[config.mk]
export PLATFORM = sky130hd
export DESIGN_NAME = bson_key_lookup_parser_top
export DESIGN_NICKNAME = d
export VERILOG_FILES = /design/src/design/bklp_pkg.sv /design/src/design/bson_key_lookup_parser_top.sv /design/src/design/bklp_in_stage.sv /design/src/design/bklp_key_regs.sv /design/src/design/bklp_parser.sv
export VERILOG_INCLUDE_DIRS = /design/src /design/src/design
export SDC_FILE = /design/constraint.sdc
export NUM_CORES = 1
export LEC_CHECK = 0
export BUFFER_PORTS_ARGS = -buffer_cell sky130_fd_sc_hd__buf_2
export CORE_MARGIN = 2
export CORE_UTILIZATION = 30
export DETAILED_ROUTE_END_ITERATION = 8
export GPL_TIMING_DRIVEN = 0
export HOLD_SLACK_MARGIN = 0.03
export PLACE_DENSITY_LB_ADDON = 0.2
export SLEW_MARGIN = 20
export SYNTH_ARGS = -nofsm -noshare
export SYNTH_HDL_FRONTEND = slang
export SYNTH_HIERARCHICAL = 1
export SYNTH_SLANG_ARGS = --single-unit
[constraint.sdc]
create_clock -name aclk -period 8.3 [get_ports aclk]
set_input_delay 0 -clock aclk [delete_from_list [all_inputs] [get_ports aclk]]
set_output_delay 0 -clock aclk [all_outputs]
set_load 0.01 [all_outputs]
[src/design/assert_macros.svh]
// Assertion macros used by the BSON key lookup RTL.
`ifndef ASSERT_MACROS_SVH
`define ASSERT_MACROS_SVH

`ifndef NO_ASSERTIONS

// Check a property on every rising edge while reset is released.
`define BKLP_ASSERT_RST(lbl, clk, rstn, prop, msg) \
    lbl: assert property (@(posedge clk) disable iff (!(rstn)) (prop)) \
        else $error(msg);

// Check a property on every rising edge, reset included.
`define BKLP_ASSERT_ALWAYS(lbl, clk, prop, msg) \
    lbl: assert property (@(posedge clk) (prop)) else $error(msg);

`else

`define BKLP_ASSERT_RST(lbl, clk, rstn, prop, msg)
`define BKLP_ASSERT_ALWAYS(lbl, clk, prop, msg)

`endif

`endif

[src/design/bklp_pkg.sv]
// Shared types and constants of the BSON key lookup parser.
package bklp_pkg;

    localparam int KEY_BYTES_MAX_DEF = 32;
    localparam int KEY_LEN_W         = 6;
    localparam int CFG_IDX_W         = 3;
    localparam int CFG_DATA_W        = 64;
    localparam int POS_W             = 31;

    // Configuration register indexes
    localparam logic [CFG_IDX_W-1:0] CFG_KEY_LENGTH = 3'd0;
    localparam logic [CFG_IDX_W-1:0] CFG_KEY_WORD_0 = 3'd1;

    // Final status codes
    localparam logic [2:0] ST_FOUND       = 3'd0;
    localparam logic [2:0] ST_NOT_FOUND   = 3'd1;
    localparam logic [2:0] ST_TRUNC       = 3'd2;
    localparam logic [2:0] ST_UNKNOWN     = 3'd3;
    localparam logic [2:0] ST_UNSUPPORTED = 3'd4;

    typedef struct packed {
        logic [7:0] data_byte;
        logic       first_byte;
        logic       last_byte;
    } in_beat_t;

    typedef struct packed {
        logic [7:0]       value_byte;
        logic             value_valid;
        logic [7:0]       element_type;
        logic [7:0]       binary_subtype;
        logic             done_res;
        logic [2:0]       status;
        logic [POS_W-1:0] end_position;
    } out_beat_t;

endpackage

[src/design/bson_key_lookup_parser_top.sv]
// Top level of the BSON key lookup parser: input register, key registers, parser.
//
// Walks a BSON document fed one byte per beat on the s_ channel and looks for
// the element whose key equals the configured key (cfg register 0 is the key
// length, registers 1 to 4 hold key bytes 0 to 31, first byte in the low bits;
// write them while the block is idle). A beat with first_byte set restarts the
// search at size byte 0. When the key matches, every value byte goes out as its
// own m_ beat (strings include their trailing NUL, numbers LSB first, bool as
// 0 or 1); the last beat of a search carries done_res, the status, the element
// type, the binary subtype and the offset just past the parsed data. Searches
// that end without a value give one final beat. Bytes after the final beat are
// dropped until the next first_byte. Keys longer than KEY_BYTES_MAX never match.
// Throughput is one document byte per clock while m_ready is high; each byte is a
// single state update and key-byte compare between the input register and the
// result register. An s_ beat goes through the input register and then the result
// register to its m_ beat; m_ready low stalls the input after one beat of buffering.
module bson_key_lookup_parser_top #(
    parameter int KEY_BYTES_MAX = bklp_pkg::KEY_BYTES_MAX_DEF
) (
    input  logic                             aclk,
    input  logic                             aresetn,
    // Document byte channel
    input  logic                             s_valid,
    output logic                             s_ready,
    input  bklp_pkg::in_beat_t               s_data,
    // Result channel
    output logic                             m_valid,
    input  logic                             m_ready,
    output bklp_pkg::out_beat_t              m_data,
    // Configuration write channel
    input  logic                             cfg_valid,
    output logic                             cfg_ready,
    input  logic [bklp_pkg::CFG_IDX_W-1:0]   cfg_index,
    input  logic [bklp_pkg::CFG_DATA_W-1:0]  cfg_data
);
    import bklp_pkg::*;

    logic                          held_valid;
    in_beat_t                      held_data;
    logic                          take;
    logic [KEY_LEN_W-1:0]          key_length;
    logic [KEY_BYTES_MAX-1:0][7:0] key_bytes;

    // Hold one document byte; advance it when the result side can take its beat
    bklp_in_stage u_in_stage (
        .aclk       (aclk),
        .aresetn    (aresetn),
        .s_valid    (s_valid),
        .s_ready    (s_ready),
        .s_data     (s_data),
        .take       (take),
        .held_valid (held_valid),
        .held_data  (held_data)
    );

    // Searched key and its length
    bklp_key_regs #(
        .KEY_BYTES_MAX (KEY_BYTES_MAX)
    ) u_key_regs (
        .aclk       (aclk),
        .aresetn    (aresetn),
        .cfg_valid  (cfg_valid),
        .cfg_ready  (cfg_ready),
        .cfg_index  (cfg_index),
        .cfg_data   (cfg_data),
        .key_length (key_length),
        .key_bytes  (key_bytes)
    );

    // Step the document walk and register the result beat
    bklp_parser #(
        .KEY_BYTES_MAX (KEY_BYTES_MAX)
    ) u_parser (
        .aclk       (aclk),
        .aresetn    (aresetn),
        .in_valid   (held_valid),
        .in_data    (held_data),
        .take       (take),
        .key_length (key_length),
        .key_bytes  (key_bytes),
        .m_valid    (m_valid),
        .m_ready    (m_ready),
        .m_data     (m_data)
    );

endmodule

[src/design/bklp_in_stage.sv]
// Input register of the BSON key lookup parser.
module bklp_in_stage (
    input  logic                aclk,
    input  logic                aresetn,
    input  logic                s_valid,
    output logic                s_ready,
    input  bklp_pkg::in_beat_t  s_data,
    input  logic                take,
    output logic                held_valid,
    output bklp_pkg::in_beat_t  held_data
);
    import bklp_pkg::*;

    logic     valid_reg;
    logic     valid_next;
    in_beat_t data_reg;

    // Refill in the same cycle the held beat moves on
    assign s_ready    = !valid_reg || take;
    assign valid_next = (s_valid && s_ready) || (valid_reg && !take);

    always_ff @(posedge aclk) begin
        if (!aresetn) begin
            valid_reg <= 1'b0;
        end else begin
            valid_reg <= valid_next;
        end
    end

    always_ff @(posedge aclk) begin
        if (s_valid && s_ready) begin
            data_reg <= s_data;
        end
    end

    assign held_valid = valid_reg;
    assign held_data  = data_reg;

endmodule

[src/design/bklp_key_regs.sv]
// Configuration registers holding the searched key and its length.
module bklp_key_regs #(
    parameter int KEY_BYTES_MAX = bklp_pkg::KEY_BYTES_MAX_DEF
) (
    input  logic                                 aclk,
    input  logic                                 aresetn,
    input  logic                                 cfg_valid,
    output logic                                 cfg_ready,
    input  logic [bklp_pkg::CFG_IDX_W-1:0]       cfg_index,
    input  logic [bklp_pkg::CFG_DATA_W-1:0]      cfg_data,
    output logic [bklp_pkg::KEY_LEN_W-1:0]       key_length,
    output logic [KEY_BYTES_MAX-1:0][7:0]        key_bytes
);
    import bklp_pkg::*;

    logic [KEY_LEN_W-1:0]          key_length_reg;
    logic [KEY_BYTES_MAX-1:0][7:0] key_bytes_reg;
    logic                          wr;

    assign cfg_ready = 1'b1;
    assign wr        = cfg_valid && cfg_ready;

    always_ff @(posedge aclk) begin
        if (!aresetn) begin
            key_length_reg <= '0;
        end else if (wr && cfg_index == CFG_KEY_LENGTH) begin
            key_length_reg <= cfg_data[KEY_LEN_W-1:0];
        end
    end

    // Each key byte lives in one lane of one key word; bytes past the limit are not kept
    for (genvar k = 0; k < KEY_BYTES_MAX; k++) begin : g_key_byte
        always_ff @(posedge aclk) begin
            if (!aresetn) begin
                key_bytes_reg[k] <= '0;
            end else if (wr && cfg_index == CFG_KEY_WORD_0 + CFG_IDX_W'(k / 8)) begin
                key_bytes_reg[k] <= cfg_data[(k % 8)*8 +: 8];
            end
        end
    end

    assign key_length = key_length_reg;
    assign key_bytes  = key_bytes_reg;

endmodule

[src/design/bklp_parser.sv]
// Per-byte BSON walk: parse state, key compare and result register.
`include "assert_macros.svh"

module bklp_parser #(
    parameter int KEY_BYTES_MAX = bklp_pkg::KEY_BYTES_MAX_DEF
) (
    input  logic                             aclk,
    input  logic                             aresetn,
    input  logic                             in_valid,
    input  bklp_pkg::in_beat_t               in_data,
    output logic                             take,
    input  logic [bklp_pkg::KEY_LEN_W-1:0]   key_length,
    input  logic [KEY_BYTES_MAX-1:0][7:0]    key_bytes,
    output logic                             m_valid,
    input  logic                             m_ready,
    output bklp_pkg::out_beat_t              m_data
);
    import bklp_pkg::*;

    localparam int KIDX_W = $clog2(KEY_BYTES_MAX + 2);
    localparam int KSEL_W = (KEY_BYTES_MAX > 1) ? $clog2(KEY_BYTES_MAX) : 1;
    localparam logic [POS_W-1:0] POS_MAX = {POS_W{1'b1}};

    localparam logic [2:0] PH_SIZE  = 3'd0;
    localparam logic [2:0] PH_TYPE  = 3'd1;
    localparam logic [2:0] PH_KEY   = 3'd2;
    localparam logic [2:0] PH_LEN   = 3'd3;
    localparam logic [2:0] PH_SUB   = 3'd4;
    localparam logic [2:0] PH_VALUE = 3'd5;
    localparam logic [2:0] PH_DONE  = 3'd6;

    localparam logic [7:0] T_STRING = 8'h02;
    localparam logic [7:0] T_DOC    = 8'h03;
    localparam logic [7:0] T_ARRAY  = 8'h04;
    localparam logic [7:0] T_BINARY = 8'h05;
    localparam logic [7:0] T_UNDEF  = 8'h06;
    localparam logic [7:0] T_BOOL   = 8'h08;
    localparam logic [7:0] T_UTC    = 8'h09;
    localparam logic [7:0] T_NULL   = 8'h0A;
    localparam logic [7:0] T_INT32  = 8'h10;
    localparam logic [7:0] T_TSTAMP = 8'h11;
    localparam logic [7:0] T_INT64  = 8'h12;
    localparam logic [7:0] T_MAXKEY = 8'h7F;
    localparam logic [7:0] T_MINKEY = 8'hFF;
    localparam logic [7:0] BOOL_TRUE = 8'h01;

    function automatic logic known_type(input logic [7:0] t);
        return t == T_STRING || t == T_BINARY || t == T_UNDEF || t == T_BOOL ||
               t == T_UTC || t == T_NULL || t == T_INT32 || t == T_TSTAMP ||
               t == T_INT64 || t == T_MAXKEY || t == T_MINKEY;
    endfunction

    function automatic logic [31:0] fixed_len(input logic [7:0] t);
        logic [31:0] len;
        len = 32'd0;
        if (t == T_BOOL) len = 32'd1;
        else if (t == T_INT32) len = 32'd4;
        else if (t == T_UTC || t == T_TSTAMP || t == T_INT64) len = 32'd8;
        return len;
    endfunction

    // Parse state
    logic [2:0]        phase_reg, phase_next;
    logic [POS_W-1:0]  pos_reg, pos_next;
    logic [31:0]       size_reg, size_next;
    logic [31:0]       rem_reg, rem_next;
    logic [KIDX_W-1:0] kidx_reg, kidx_next;
    logic              keq_reg, keq_next;
    logic [7:0]        ctype_reg, ctype_next;
    logic              match_reg, match_next;
    logic              fin_reg, fin_next;
    logic [1:0]        pcnt_reg, pcnt_next;
    logic [7:0]        sub_reg, sub_next;

    // Result register
    logic      out_valid_reg, out_valid_next;
    out_beat_t out_data_reg, out_data_next;

    // State as seen by this byte (restart on first_byte)
    logic [2:0]        c_phase;
    logic [POS_W-1:0]  c_pos;
    logic [31:0]       c_size;
    logic [31:0]       c_rem;
    logic [KIDX_W-1:0] c_kidx;
    logic              c_keq;
    logic [7:0]        c_ctype;
    logic              c_match;
    logic              c_fin;
    logic [1:0]        c_pcnt;
    logic [7:0]        c_sub;

    logic [7:0]        b;
    logic [POS_W-1:0]  pos_inc;
    logic              done;
    logic              elem_end;
    logic              vv;
    logic [7:0]        vb;
    logic [2:0]        st;
    logic              emit;
    logic              step_done;
    logic              key_mismatch;
    logic [31:0]       or_word;

    assign take = in_valid && (!out_valid_reg || m_ready);
    assign b    = in_data.data_byte;

    always_comb begin
        if (in_data.first_byte) begin
            c_phase = PH_SIZE;
            c_pos   = '0;
            c_size  = '0;
            c_rem   = '0;
            c_kidx  = '0;
            c_keq   = 1'b1;
            c_ctype = '0;
            c_match = 1'b0;
            c_fin   = 1'b0;
            c_pcnt  = '0;
            c_sub   = '0;
        end else begin
            c_phase = phase_reg;
            c_pos   = pos_reg;
            c_size  = size_reg;
            c_rem   = rem_reg;
            c_kidx  = kidx_reg;
            c_keq   = keq_reg;
            c_ctype = ctype_reg;
            c_match = match_reg;
            c_fin   = fin_reg;
            c_pcnt  = pcnt_reg;
            c_sub   = sub_reg;
        end
    end

    always_comb begin
        pos_inc = (c_pos == POS_MAX) ? c_pos : c_pos + 1'b1;
        key_mismatch = c_kidx < KIDX_W'(KEY_BYTES_MAX) &&
                       KEY_LEN_W'(c_kidx) < key_length &&
                       key_bytes[c_kidx[KSEL_W-1:0]] != b;

        phase_next = c_phase;
        pos_next   = c_pos;
        size_next  = c_size;
        rem_next   = c_rem;
        kidx_next  = c_kidx;
        keq_next   = c_keq;
        ctype_next = c_ctype;
        match_next = c_match;
        fin_next   = c_fin;
        pcnt_next  = c_pcnt;
        sub_next   = c_sub;
        done       = 1'b0;
        elem_end   = 1'b0;
        vv         = 1'b0;
        vb         = '0;
        st         = ST_FOUND;
        or_word    = '0;

        if (!c_fin) begin
            pos_next = pos_inc;
            unique case (c_phase)
                PH_SIZE: begin
                    or_word   = 32'(b) << {c_pos[1:0], 3'b000};
                    size_next = c_size | or_word;
                    if (c_pos >= POS_W'(3)) begin
                        if (size_next[31] || size_next <= 32'(pos_inc)) begin
                            done = 1'b1;
                            st   = ST_NOT_FOUND;
                        end else begin
                            phase_next = PH_TYPE;
                        end
                    end
                end
                PH_TYPE: begin
                    match_next = 1'b0;
                    sub_next   = '0;
                    if (b == 8'h00) begin
                        done = 1'b1;
                        st   = ST_NOT_FOUND;
                    end else begin
                        ctype_next = b;
                        if (b == T_DOC || b == T_ARRAY) begin
                            done = 1'b1;
                            st   = ST_UNSUPPORTED;
                        end else if (!known_type(b)) begin
                            done = 1'b1;
                            st   = ST_UNKNOWN;
                        end else begin
                            phase_next = PH_KEY;
                            kidx_next  = '0;
                            keq_next   = 1'b1;
                        end
                    end
                end
                PH_KEY: begin
                    if (b != 8'h00) begin
                        if (key_mismatch) keq_next = 1'b0;
                        if (c_kidx <= KIDX_W'(KEY_BYTES_MAX)) kidx_next = c_kidx + 1'b1;
                    end else begin
                        match_next = c_keq && KEY_LEN_W'(c_kidx) == key_length &&
                                     key_length <= KEY_LEN_W'(KEY_BYTES_MAX);
                        if (c_ctype == T_STRING || c_ctype == T_BINARY) begin
                            phase_next = PH_LEN;
                            pcnt_next  = '0;
                            rem_next   = '0;
                        end else begin
                            rem_next = fixed_len(c_ctype);
                            if (rem_next == 32'd0) elem_end = 1'b1;
                            else phase_next = PH_VALUE;
                        end
                    end
                end
                PH_LEN: begin
                    or_word   = 32'(b) << {c_pcnt, 3'b000};
                    rem_next  = c_rem | or_word;
                    pcnt_next = c_pcnt + 1'b1;
                    if (c_pcnt == 2'd3) begin
                        if (c_ctype == T_BINARY) phase_next = PH_SUB;
                        else if (rem_next == 32'd0) elem_end = 1'b1;
                        else phase_next = PH_VALUE;
                    end
                end
                PH_SUB: begin
                    sub_next = b;
                    if (c_rem == 32'd0) elem_end = 1'b1;
                    else phase_next = PH_VALUE;
                end
                PH_VALUE: begin
                    if (c_match) begin
                        vv = 1'b1;
                        vb = (c_ctype == T_BOOL) ? {7'd0, b == BOOL_TRUE} : b;
                    end
                    rem_next = c_rem - 1'b1;
                    if (rem_next == 32'd0) elem_end = 1'b1;
                end
                default: begin
                end
            endcase

            if (elem_end) begin
                if (match_next) begin
                    done = 1'b1;
                    st   = ST_FOUND;
                end else if (c_size[31] || c_size <= 32'(pos_inc)) begin
                    done = 1'b1;
                    st   = ST_NOT_FOUND;
                end else begin
                    phase_next = PH_TYPE;
                end
            end
            if (!done && in_data.last_byte) begin
                done = 1'b1;
                st   = ST_TRUNC;
            end
            if (done) begin
                fin_next   = 1'b1;
                phase_next = PH_DONE;
            end
        end

        step_done = done;
        emit      = !c_fin && (done || vv);

        out_data_next.value_byte     = vb;
        out_data_next.value_valid    = vv;
        out_data_next.element_type   = (match_next || st == ST_UNKNOWN ||
                                        st == ST_UNSUPPORTED) ? ctype_next : 8'h00;
        out_data_next.binary_subtype = (match_next && ctype_next == T_BINARY) ?
                                       sub_next : 8'h00;
        out_data_next.done_res       = done;
        out_data_next.status         = done ? st : ST_FOUND;
        out_data_next.end_position   = done ? pos_next : '0;

        if (take) out_valid_next = emit;
        else if (m_ready) out_valid_next = 1'b0;
        else out_valid_next = out_valid_reg;
    end

    always_ff @(posedge aclk) begin
        if (!aresetn) begin
            phase_reg     <= PH_SIZE;
            pos_reg       <= '0;
            size_reg      <= '0;
            rem_reg       <= '0;
            kidx_reg      <= '0;
            keq_reg       <= 1'b1;
            ctype_reg     <= '0;
            match_reg     <= 1'b0;
            fin_reg       <= 1'b0;
            pcnt_reg      <= '0;
            sub_reg       <= '0;
            out_valid_reg <= 1'b0;
        end else begin
            out_valid_reg <= out_valid_next;
            if (take) begin
                phase_reg <= phase_next;
                pos_reg   <= pos_next;
                size_reg  <= size_next;
                rem_reg   <= rem_next;
                kidx_reg  <= kidx_next;
                keq_reg   <= keq_next;
                ctype_reg <= ctype_next;
                match_reg <= match_next;
                fin_reg   <= fin_next;
                pcnt_reg  <= pcnt_next;
                sub_reg   <= sub_next;
            end
        end
    end

    always_ff @(posedge aclk) begin
        if (take && emit) begin
            out_data_reg <= out_data_next;
        end
    end

    assign m_valid = out_valid_reg;
    assign m_data  = out_data_reg;

    `BKLP_ASSERT_RST(a_mid_result_is_value, aclk, aresetn,
        (out_valid_reg && !out_data_reg.done_res) |-> (out_data_reg.value_valid &&
        out_data_reg.status == ST_FOUND && out_data_reg.end_position == '0),
        "non-final result must carry a value byte only")
    `BKLP_ASSERT_ALWAYS(a_fin_parks_phase, aclk,
        fin_reg |-> (phase_reg == PH_DONE), "finished search must sit in done phase")
    `BKLP_ASSERT_ALWAYS(a_value_has_bytes, aclk,
        (phase_reg == PH_VALUE) |-> (rem_reg != 32'd0),
        "value phase entered with nothing left to read")
    `BKLP_ASSERT_RST(a_done_sets_fin, aclk, aresetn,
        (take && step_done) |=> (fin_reg && out_valid_reg),
        "final result must end the search and be presented")

endmodule
==> impl_summary.log <==
INFO  metric final_core_utilization = 36.25%
INFO  metric number_of_global_route_vias_before_repair = 22170
INFO  metric syn_nets = 2811
INFO  metric timing_max_transition_violations_final = 0
INFO  metric portBuffers = 143
INFO  metric worst-path-max-fanout = 24
INFO  metric grt_start_max_net_pins = 25
INFO  metric cts.sink_count = 459
INFO  metric synth-edff-count = 70
INFO  metric postRouteAntennaNets = 0
INFO  metric cp_slowest_cell = sky130_fd_sc_hd__clkbuf_2
INFO  metric crit_path_start_kind = flop
INFO  metric status = complete, no violations
INFO  metric sw_frac_of_total = 27.78%
INFO  metric max_slew.worst_pin.slew = 1210 ps
INFO  metric die_height = 290.4 µm
INFO  metric tritoncts = yes
INFO  metric width_of_the_die = 290.4 µm
INFO  metric postSynth.topFlopCell = sky130_fd_sc_hd__dfxtp_1
INFO  metric routabilityCongestion = 0.9291
INFO  metric worstSkewPairLatency = 650 ps
INFO  metric clock-skew-final = 45.29 ps
INFO  metric route.vias.total = 22240
INFO  metric max_clock_freq = 0.1244 GHz
INFO  metric sequential_area_share_after_synthesis = 40.20%
INFO  metric slew_headroom = 19.32%
INFO  metric power.internal = 4.092 mW
INFO  metric layout.cells.most_common = sky130_fd_sc_hd__nand2_1
INFO  metric num-nets-final = 3100
INFO  metric most-common-layout-cells = 461 x sky130_fd_sc_hd__nand2_1, 389 x sky130_fd_sc_hd__dfxtp_1, 266 x sky130_fd_sc_hd__mux2i_1
INFO  metric place_worst_setup_slack = -1015 ps
INFO  metric grt_pass1_wl = 146400 µm
INFO  metric final.setup.worst_slack = 261.0 ps
INFO  metric detailedRoute.firstIterationViolations = 2084
INFO  metric period_share = 96.85%
INFO  metric dpl_cell_area = 26750 µm²
INFO  metric critical_path_required = 8630 ps
INFO  metric instances_no_fill = 4065
INFO  metric rows = 105
INFO  metric initial_utilization = 30.15%
INFO  metric ys_types = 92
INFO  metric crit_path_max_incr_delay = 510 ps
INFO  metric post_route_cells_drive_above_1_share = 14.33%
INFO  metric multi_input_comb_area = 13630 µm²
INFO  metric top_level_ports = 145
INFO  metric core = 81580 µm²
INFO  metric setup-tns-final = 0 ps
INFO  metric fin_crit = 8039 ps
INFO  metric leakage = 12.26 nW
INFO  metric register_bit_total_from_synthesis = 459
INFO  metric crit_top_cell = sky130_fd_sc_hd__buf_2
INFO  metric vdd_drop_max = 177.1 µV
INFO  metric synthesis.area = 24600 µm²
INFO  metric vias_per_cell = 5.471
INFO  metric finalInstanceArea = 29580 µm²
INFO  metric synth_async_sr_flop_share = 0%
INFO  metric dp.cells = 3873
INFO  metric max_ffs_per_register = 256
INFO  metric worstSetupPathType = reg -> reg
INFO  metric crit_arrival = 8370 ps
INFO  metric cts_buffer_depth = 3
INFO  metric ff_latch_area = 9889 µm²
INFO  metric comb_power_share = 13.2%
INFO  metric seq_power_share = 41.9%
INFO  metric endpoint_kind = flop
INFO  metric grt_antenna_before_repair = 3
INFO  metric worst_hold_path_type = in -> reg
INFO  metric die-area = 84310 µm²
INFO  metric setup-violations-final = 0
INFO  metric clk_root_buffer_cell = sky130_fd_sc_hd__clkbuf_16
INFO  metric grt_setup_unrepaired = no
INFO  metric hpwl = 72860 µm
INFO  metric report.final.hold_viol_count = 0
INFO  metric routed_wirelength = 99350 µm
INFO  metric htree_levels = 2
INFO  metric total_switching_power = 1.574 mW
INFO  metric grt_use_total = 22.92%
INFO  metric area_growth_syn_to_layout = 20.24%
INFO  metric avgRoutedWirePerCell = 24.44 µm
INFO  metric ys.warnings.count = 6
INFO  metric tritoncts.num_buffers = 56
INFO  metric post_detailed_route_drc_marker_count = 0
INFO  metric overflow = 0
INFO  metric synth.avg_cell_area = 9.259 µm²
INFO  metric postSynthCellCount = 2657
INFO  metric num-fill-cells = 8271
INFO  metric pwr-share-clk = 44.9%
INFO  metric cts.reportedPaths.clkPinSlew = 60 ps
INFO  metric timing.max_cap.violations = 0
INFO  metric drt_pre_antenna_iters = 8
INFO  metric power_per_cell_area = 191.6 nW/µm²
final cells by class:
cell class / instances / share of cell area [%]
inverters: 43 / 0.5457
multi-input cells: 1955 / 46.07
diodes: 1 / 0.008460
flip-flops and latches: 459 / 33.43
repair buffers: 232 / 5.584
well taps: 1070 / 4.526
clock buffers: 83 / 5.571
plain buffers: 199 / 3.291
clock inverters: 23 / 0.9687
worst max-delay path, delay by kind of cell (launching register included):
family | cells | cell delay [ps]
AOI/OAI and AO/OA | 5 | 1310
and+or+nand+nor | 7 | 1510
DFF | 1 | 470
adders and majority gates | 1 | 300
buffers and inverters | 12 | 4080
cell usage after synthesis (10+ instances only):
master | instances | share of area, %
sky130_fd_sc_hd__buf_6 | 16 | 0.73
sky130_fd_sc_hd__nand3_1 | 30 | 0.61
sky130_fd_sc_hd__inv_1 | 38 | 0.58
sky130_fd_sc_hd__xnor2_1 | 33 | 1.2
sky130_fd_sc_hd__a21oi_1 | 81 | 1.6
sky130_fd_sc_hd__dfxtp_1 | 389 | 32
sky130_fd_sc_hd__ha_1 | 72 | 3.7
sky130_fd_sc_hd__mux4_2 | 48 | 4.4
sky130_fd_sc_hd__nor4_1 | 24 | 0.61
sky130_fd_sc_hd__a222oi_1 | 28 | 1.1
sky130_fd_sc_hd__buf_1 | 15 | 0.23
sky130_fd_sc_hd__nor2_2 | 10 | 0.25
sky130_fd_sc_hd__a211oi_1 | 11 | 0.34
sky130_fd_sc_hd__buf_4 | 18 | 0.55
sky130_fd_sc_hd__nor2_1 | 185 | 2.8
sky130_fd_sc_hd__nor2b_1 | 82 | 2.1
sky130_fd_sc_hd__and2_1 | 23 | 0.58
sky130_fd_sc_hd__o22ai_1 | 19 | 0.48
sky130_fd_sc_hd__a31oi_1 | 18 | 0.46
sky130_fd_sc_hd__nand2b_1 | 11 | 0.28
sky130_fd_sc_hd__a22oi_1 | 97 | 3.0
sky130_fd_sc_hd__o21ai_0 | 82 | 1.7
sky130_fd_sc_hd__nand2_1 | 461 | 7.0
sky130_fd_sc_hd__mux2i_1 | 266 | 11
sky130_fd_sc_hd__buf_2 | 22 | 0.45
sky130_fd_sc_hd__or2_2 | 13 | 0.33
sky130_fd_sc_hd__o211a_1 | 13 | 0.53
sky130_fd_sc_hd__edfxtp_1 | 70 | 8.5
sky130_fd_sc_hd__or3_1 | 15 | 0.38
sky130_fd_sc_hd__a21o_1 | 46 | 1.4
sky130_fd_sc_hd__clkbuf_1 | 129 | 2.0
sky130_fd_sc_hd__xor2_1 | 25 | 0.89
sky130_fd_sc_hd__nand4_1 | 29 | 0.74
sky130_fd_sc_hd__and3_1 | 16 | 0.41
sky130_fd_sc_hd__mux2_2 | 29 | 1.3
sky130_fd_sc_hd__nor3_1 | 44 | 0.90
worst paths after layout:
kind	slack, ps	cells past startpoint	endpoint	startpoint
setup / recovery	260	25	u_parser/m_data[27]	u_in_stage/held_data[1]
hold / removal	40	3	u_parser/size_reg[21]	aresetn
setup reg to reg	260	25	u_parser/m_data[27]	u_in_stage/held_data[1]
hold reg to reg	450	2	u_key_regs/key_bytes[54]	u_key_regs/key_bytes[54]
layer usage:
layer,GRT usage (%),wire length [µm],vias up
met4,8.359,3482,4
met5,0,21,-
met3,3.526,6374,202
li1,-,-,10180
met1,30.43,43640,10960
met2,37.66,45830,897
power by group through the flow:
stage / combinational, mW / sequential (mW) / clock [mW]
5_1_grt: 0.795 / 2.38 / 2.69
6_report: 0.748 / 2.37 / 2.54
3_5_place_dp: 0.705 / 2.42 / 0
2_1_floorplan: 0.404 / 2.42 / 0
3_3_place_gp: 0.691 / 2.42 / 0
4_1_cts: 0.738 / 2.37 / 2.59
what timing repair did:
action                                 CTS  global route
endpoints found under the hold margin  284             0
resized for setup                        7             4
hold buffers                            83             0
setup endpoints to repair               93            55
pin swaps                                0             2
buffers inserted                         0             3
through the flow:
step	power (mW)	hold WS (ps)
2_1_floorplan	2.825	98.87
3_3_place_gp	3.113	180.6
3_5_place_dp	3.127	180.3
4_1_cts	5.707	35.37
5_1_grt	5.862	58.81
6_report	5.666	41.31
cell families (layout without fill, tap and decap cells):
logic type | Yosys count | count (layout) | share of synthesized area [%]
adder cells (fa/ha/maj) | 72 | 72 | 3.662
flip-flops | 459 | 459 | 40.20
AND/OR/NAND/NOR | 989 | 989 | 18.75
buffers and inverters | 243 | 580 | 4.583
XOR/XNOR | 59 | 59 | 2.157
other | 1 | 2 | 0.01524
AO/OA/AOI/OAI | 491 | 491 | 14.08
multiplexers | 343 | 343 | 16.55
(Power assumes the default switching activity.)
